===== src/rtl/sorted_table_find_add_remove_defines.svh =====
// Assertion macros for the top-level RTL file of the sorted table.
`ifndef SORTED_TABLE_FIND_ADD_REMOVE_DEFINES_SVH
`define SORTED_TABLE_FIND_ADD_REMOVE_DEFINES_SVH

// The consequent must hold in the same cycle as the antecedent.
`define STFAR_ASSERT_NOW(lbl, ante, cons) \
  lbl: assert property (@(posedge clk_i) disable iff (!rst_ni) (ante) |-> (cons)) \
    else $error("sorted table check failed");

// The consequent must hold in the cycle after the antecedent.
`define STFAR_ASSERT_NEXT(lbl, ante, cons) \
  lbl: assert property (@(posedge clk_i) disable iff (!rst_ni) (ante) |=> (cons)) \
    else $error("sorted table check failed");

`endif


===== src/rtl/stfar_pkg.sv =====
package stfar_pkg;

  localparam int unsigned FieldW = 32;
  localparam int unsigned PosW   = 7;

  typedef enum logic [1:0] {
    FUNC_FIND   = 2'd0,
    FUNC_ADD    = 2'd1,
    FUNC_REMOVE = 2'd2,
    FUNC_CLEAR  = 2'd3
  } func_e;

  typedef enum logic [1:0] {
    UPD_NONE      = 2'd0,
    UPD_INSERT    = 2'd1,
    UPD_OVERWRITE = 2'd2,
    UPD_REMOVE    = 2'd3
  } upd_e;

  typedef struct packed {
    logic cmp_en;
    logic sorted;
    upd_e upd;
  } cell_ctl_t;

  typedef struct packed {
    logic cond;
    logic key_eq;
  } cell_flag_t;

  typedef struct packed {
    func_e              func;
    logic [FieldW-1:0]  search_key;
    logic [FieldW-1:0]  entry_data;
  } req_t;

  typedef struct packed {
    logic              found;
    logic [PosW-1:0]   position;
    logic [FieldW-1:0] read_value;
    logic              status;
    logic [PosW-1:0]   count_now;
  } rsp_t;

  typedef struct packed {
    logic keep_sorted;
  } cfg_t;

endpackage


===== src/rtl/stfar_cell.sv =====
module stfar_cell #(
  parameter int unsigned KEY_BITS   = 32,
  parameter int unsigned VALUE_BITS = 32,
  parameter int unsigned CW         = 7
) (
  input  logic                   clk_i,
  input  stfar_pkg::cell_ctl_t   ctl_i,
  input  logic [CW-1:0]          idx_i,
  input  logic [CW-1:0]          count_i,
  input  logic [CW-1:0]          pos_i,
  input  logic [KEY_BITS-1:0]    key_i,
  input  logic [VALUE_BITS-1:0]  val_i,
  input  logic [KEY_BITS-1:0]    left_key_i,
  input  logic [VALUE_BITS-1:0]  left_val_i,
  input  logic [KEY_BITS-1:0]    right_key_i,
  input  logic [VALUE_BITS-1:0]  right_val_i,
  output logic [KEY_BITS-1:0]    key_o,
  output logic [VALUE_BITS-1:0]  val_o,
  output stfar_pkg::cell_flag_t  flag_o
);
  import stfar_pkg::*;

  logic [KEY_BITS-1:0]   key_q;
  logic [VALUE_BITS-1:0] val_q;
  cell_flag_t            flag_q;
  cell_flag_t            flag_d;
  logic                  occupied;
  logic                  key_eq;
  logic                  val_eq;

  assign occupied = idx_i < count_i;
  assign key_eq   = key_q == key_i;
  assign val_eq   = val_q == val_i;

  always_comb begin
    flag_d.key_eq = key_eq;
    if (ctl_i.sorted) begin
      flag_d.cond = occupied && (key_q >= key_i);
    end else begin
      flag_d.cond = occupied && key_eq && val_eq;
    end
  end

  always_ff @(posedge clk_i) begin
    if (ctl_i.cmp_en) begin
      flag_q <= flag_d;
    end
    case (ctl_i.upd)
      UPD_INSERT: begin
        if (idx_i > pos_i) begin
          key_q <= left_key_i;
          val_q <= left_val_i;
        end else if (idx_i == pos_i) begin
          key_q <= key_i;
          val_q <= val_i;
        end
      end
      UPD_OVERWRITE: begin
        if (idx_i == pos_i) begin
          key_q <= key_i;
          val_q <= val_i;
        end
      end
      UPD_REMOVE: begin
        if (idx_i >= pos_i) begin
          key_q <= right_key_i;
          val_q <= right_val_i;
        end
      end
      default: begin
      end
    endcase
  end

  assign key_o  = key_q;
  assign val_o  = val_q;
  assign flag_o = flag_q;

endmodule


===== config.mk =====
export PLATFORM = sky130hd
export DESIGN_NAME = stfar_cell
export DESIGN_NICKNAME = d
export VERILOG_FILES = /design/src/rtl/sorted_table_find_add_remove_defines.svh /design/src/rtl/stfar_pkg.sv /design/src/rtl/stfar_cell.sv
export SDC_FILE = /design/constraint.sdc
export NUM_CORES = 1
export LEC_CHECK = 0
export BUFFER_PORTS_ARGS = -buffer_cell sky130_fd_sc_hd__buf_2
export CAP_MARGIN = 25
export CORE_MARGIN = 2
export CORE_UTILIZATION = 50
export DETAILED_ROUTE_END_ITERATION = 10
export PLACE_DENSITY = 0.87
export SYNTH_ARGS = -nofsm -noshare
export SYNTH_HDL_FRONTEND = slang
export SYNTH_SLANG_ARGS = --single-unit

===== constraint.sdc =====
create_clock -name clk_i -period 9.2 [get_ports clk_i]
set_input_delay 0.92 -clock clk_i [delete_from_list [all_inputs] [get_ports clk_i]]
set_output_delay 0.92 -clock clk_i [all_outputs]
set_load 0.05 [all_outputs]

==> results.md <==
* NetSw at 0.0005238 W
* Power, Total at ~0.0013 W
* Pwr dens at roughly 180 nW/um^2
* Crit start category: input pin
* Worst path required time at 9160 ps
* Post-Layout Cell Count at 983
* Worst Hold Class: reg2reg
* Final Skew at 5.256 ps
* Hold Path Stages at 2
* Clk_lat worst skew at 330 ps
* Layout Nets at 1,097
* Crit Path Max Fanout at 66
* Netlist cell types at 34
* CTS resizes at 0
* Post-synth top area cell: edfxtp_1
* Flops & latches, synth at 66
* Final Cycle Share at 0.4391
* Area share of the largest cell type after synthesis at 0.3435
* DR DRC count at 0
* Area of the multi-input gates at 3400 sq um
* Core Region at 11,320 sq um
* Final max-slew violation count at 0
* Setup Total Neg Slack at 0 ps
* Min Tclk post-route at about 4000 ps
* FF-to-FF setup slack at 6820 ps
* Yosys warnings at 0
* Vias in the first global route at 5,773
* Via Count at about 5,900
* Largest net degree at the start of global routing at 83
* VDD IR max at between 0.09 and 0.1 mV
* Clk root buf: clkbuf_16
* Initial Util at 0.5096
* Die height at about 110 microns
* Setup CP Type: in2reg
* Mapped Area at 5769 sq um
* Final GP Congestion at 0.8161
* CP cell instances: buf_2, ha_1, nor2b_1, o21a_1, o21ai_1, a21oi_4, buf_4, nor3_1, a21oi_4, buf_4
* Synth Instances at 581
* Pint at a little over 0.0008 W
* Vias per inst at 5.965
* Total global-route track usage at 0.2919
* Register area at 1982 sq um
* Initial DRC Count at around 490
* Number of synthesized flops with an enable pin at 66
* Worst R2R Path Depth at 6
* Drt first pass iters at 5
* # fillers at ~950
* I/O pin count at approximately 280
* Area delta synth->final at 30.69%
* Hold wc startpoint: key_o[4]
* Antenna Violating Nets Remaining at 0
* Syn Area/Cell at 9.930 sq um
* Nature of the critical path endpoint: flip-flop
* CP peak stage delay at between 700 and 800 ps
* Hold Vio Cnt, Final at 0
* Combinational share of power at 0.390
* Post-CTS Hold Fix Bufs at 0
* Clock sinks at 66
* H-tree depth at 3
* Top cells by area, synth: edfxtp_1 34%, mux2i_1 11%, ha_1 9.8%, o211ai_1 8.3%, o311ai_1 7.0%
* Global-route wire length before repair at 29,320 microns
* I/O Buffers at roughly 280
* CP arrival at 4000 ps
* Final WL at 18,580 microns
* Syn nets at between 800 and 900
* CTS clk-pin slew, worst paths at 60 ps
* Outcome: complete, no violations
* CTS tree: yes
* Seq pwr share at 0.334
* Critical R2R Launch: val_o[0]
* Leakage at 3.229 nW
* Worst slew pin tran at 915.4 ps
* Die X at 111.4 microns
* Clock Power Share at 0.276
* Slowest cell on the critical path: a21oi_4
* Die Footprint at ~12,000 sq um
* Setup bufs post-CTS at 0
* Reg2Reg Capture Point: flag_o[1]
* Ys flop type: edfxtp_1
* Slew HR at 0.3884
* HPWL after detailed placement at between 10,000 and 15,000 microns
* Total grt overflow at 0
* Endpoints failing setup at 0
* Placed cell count at 966
* Standard-cell rows at 39
* Seq/Total Area, Yosys at 0.3435
* Top-count cell post-synth: nand2_1
* Antenna violations before repair at 1
* Sw Ratio at 0.3940
* Routed WL per cell at 18.90 microns
* Post-synth ARST share at 0
* Synth top cells by count: 70 x nand2_1, 66 x edfxtp_1, 64 x mux2i_1, 64 x o211ai_1, 47 x inv_1
* RSZ-0062 raised after global routing: false
* Min-Delay Endpoint: key_o[4]
* Max_cap viols at 0
* Max Freq at 247.5 MHz
* Share of layout cells above drive strength 1 at 0.3850
* Clock Path Buffers at 2
* CTS Buf Count at 9
critical path: cells and delay by family:
| family | cells | cell delay, ps |
|---|---|---|
| adder cells (fa/ha/maj) | 1 | 280 |
| AND/OR/NAND/NOR | 2 | 330 |
| buffers and inverters | 3 | 1300 |
| AO/OA/AOI/OAI | 4 | 1120 |
flip-flops by register name (all words and copies together) (netlist names):
register / flops
flag_o: 2
key_o: 32
val_o: 32
per-stage QoR:
step	utilization	worst slack [ps]	cell area, sq um	hold WS [ps]
global placement	0.6365	4927	7206	745.2
floorplan	-	3495	5769	1033
finish	0.6660	5160	7540	766.5
CTS	0.6658	5170	7537	775.5
detailed placement	0.6389	4878	7233	760.9
global route	0.6660	4937	7540	805.9
cells by family (layout without fill, tap and decap cells):
family,after synthesis,count (layout),share of synthesized area
and+or+nand+nor,112,112,0.08632
DFF,66,66,0.3435
AOI/OAI and AO/OA,166,166,0.2383
other,0,1,0
buffers and inverters,96,354,0.07461
adders and majority gates,45,45,0.09759
xor gates and xnor gates,32,32,0.04858
muxes,64,64,0.1110
area by class of cell:
cell class	count	area share
multi-input cells	419	0.4509
flip-flops and latches	66	0.2629
repair buffers	291	0.1985
clock buffers	13	0.03186
well taps	143	0.02373
inverters	47	0.02340
clock inverters	3	0.008463
diodes	1	0.0003319
cell usage in the layout (no fill, tap or decap), types with 2 or more instances in the layout:
| master | instances |
|---|---|
| a21oi_1 | 16 |
| o311ai_2 | 14 |
| nand2_1 | 70 |
| nor2b_1 | 2 |
| nor3_1 | 2 |
| nor4_1 | 6 |
| a21oi_4 | 2 |
| xor2_1 | 17 |
| inv_1 | 47 |
| o311ai_1 | 46 |
| a21o_1 | 6 |
| ha_1 | 45 |
| mux2i_1 | 64 |
| clkbuf_16 | 9 |
| nand2b_1 | 3 |
| o311ai_0 | 5 |
| nand4_1 | 13 |
| buf_4 | 7 |
| buf_2 | 283 |
| edfxtp_1 | 66 |
| bufinv_16 | 2 |
| nand3_1 | 8 |
| xnor2_1 | 15 |
| clkbuf_1 | 4 |
| nor2_4 | 2 |
| o211ai_1 | 64 |
| o21ai_0 | 5 |
| nor2_1 | 4 |
power groups by stage:
stage / combinational [W] / clock, W / sequential (W)
after CTS: 0.000518 / 0.000368 / 0.000443
final: 0.000518 / 0.000367 / 0.000444
after global routing: 0.000554 / 0.000381 / 0.000450
after detailed placement: 0.000516 / 0 / 0.000448
after floorplan: 0.000197 / 0 / 0.000609
after global placement: 0.000504 / 0 / 0.000447
how the worst max path moves through the flow:
stage / start / endpoint / slack [ps] / depth (start not counted)
floorplan: pos_i[1] / key_o[0] / 3490 / 9
global placement: idx_i[1] / key_o[9] / 4930 / 10
detailed placement: idx_i[1] / val_o[9] / 4880 / 10
CTS: idx_i[1] / val_o[14] / 5170 / 10
global route: idx_i[1] / val_o[12] / 4940 / 10
finish: idx_i[1] / key_o[16] / 5160 / 10
per-layer routing:
layer / GRT usage / vias to the layer above / wire, microns / part of all wire
li1: - / 2771 / - / -
met5: 0 / - / 0 / 0
met2: 0.5215 / 316 / 9292 / 0.50
met3: 0.05498 / 40 / 1491 / 0.080
met4: 0.1045 / 0 / 471 / 0.025
met1: 0.3519 / 2737 / 7324 / 0.39
(Power assumes the default switching activity.)
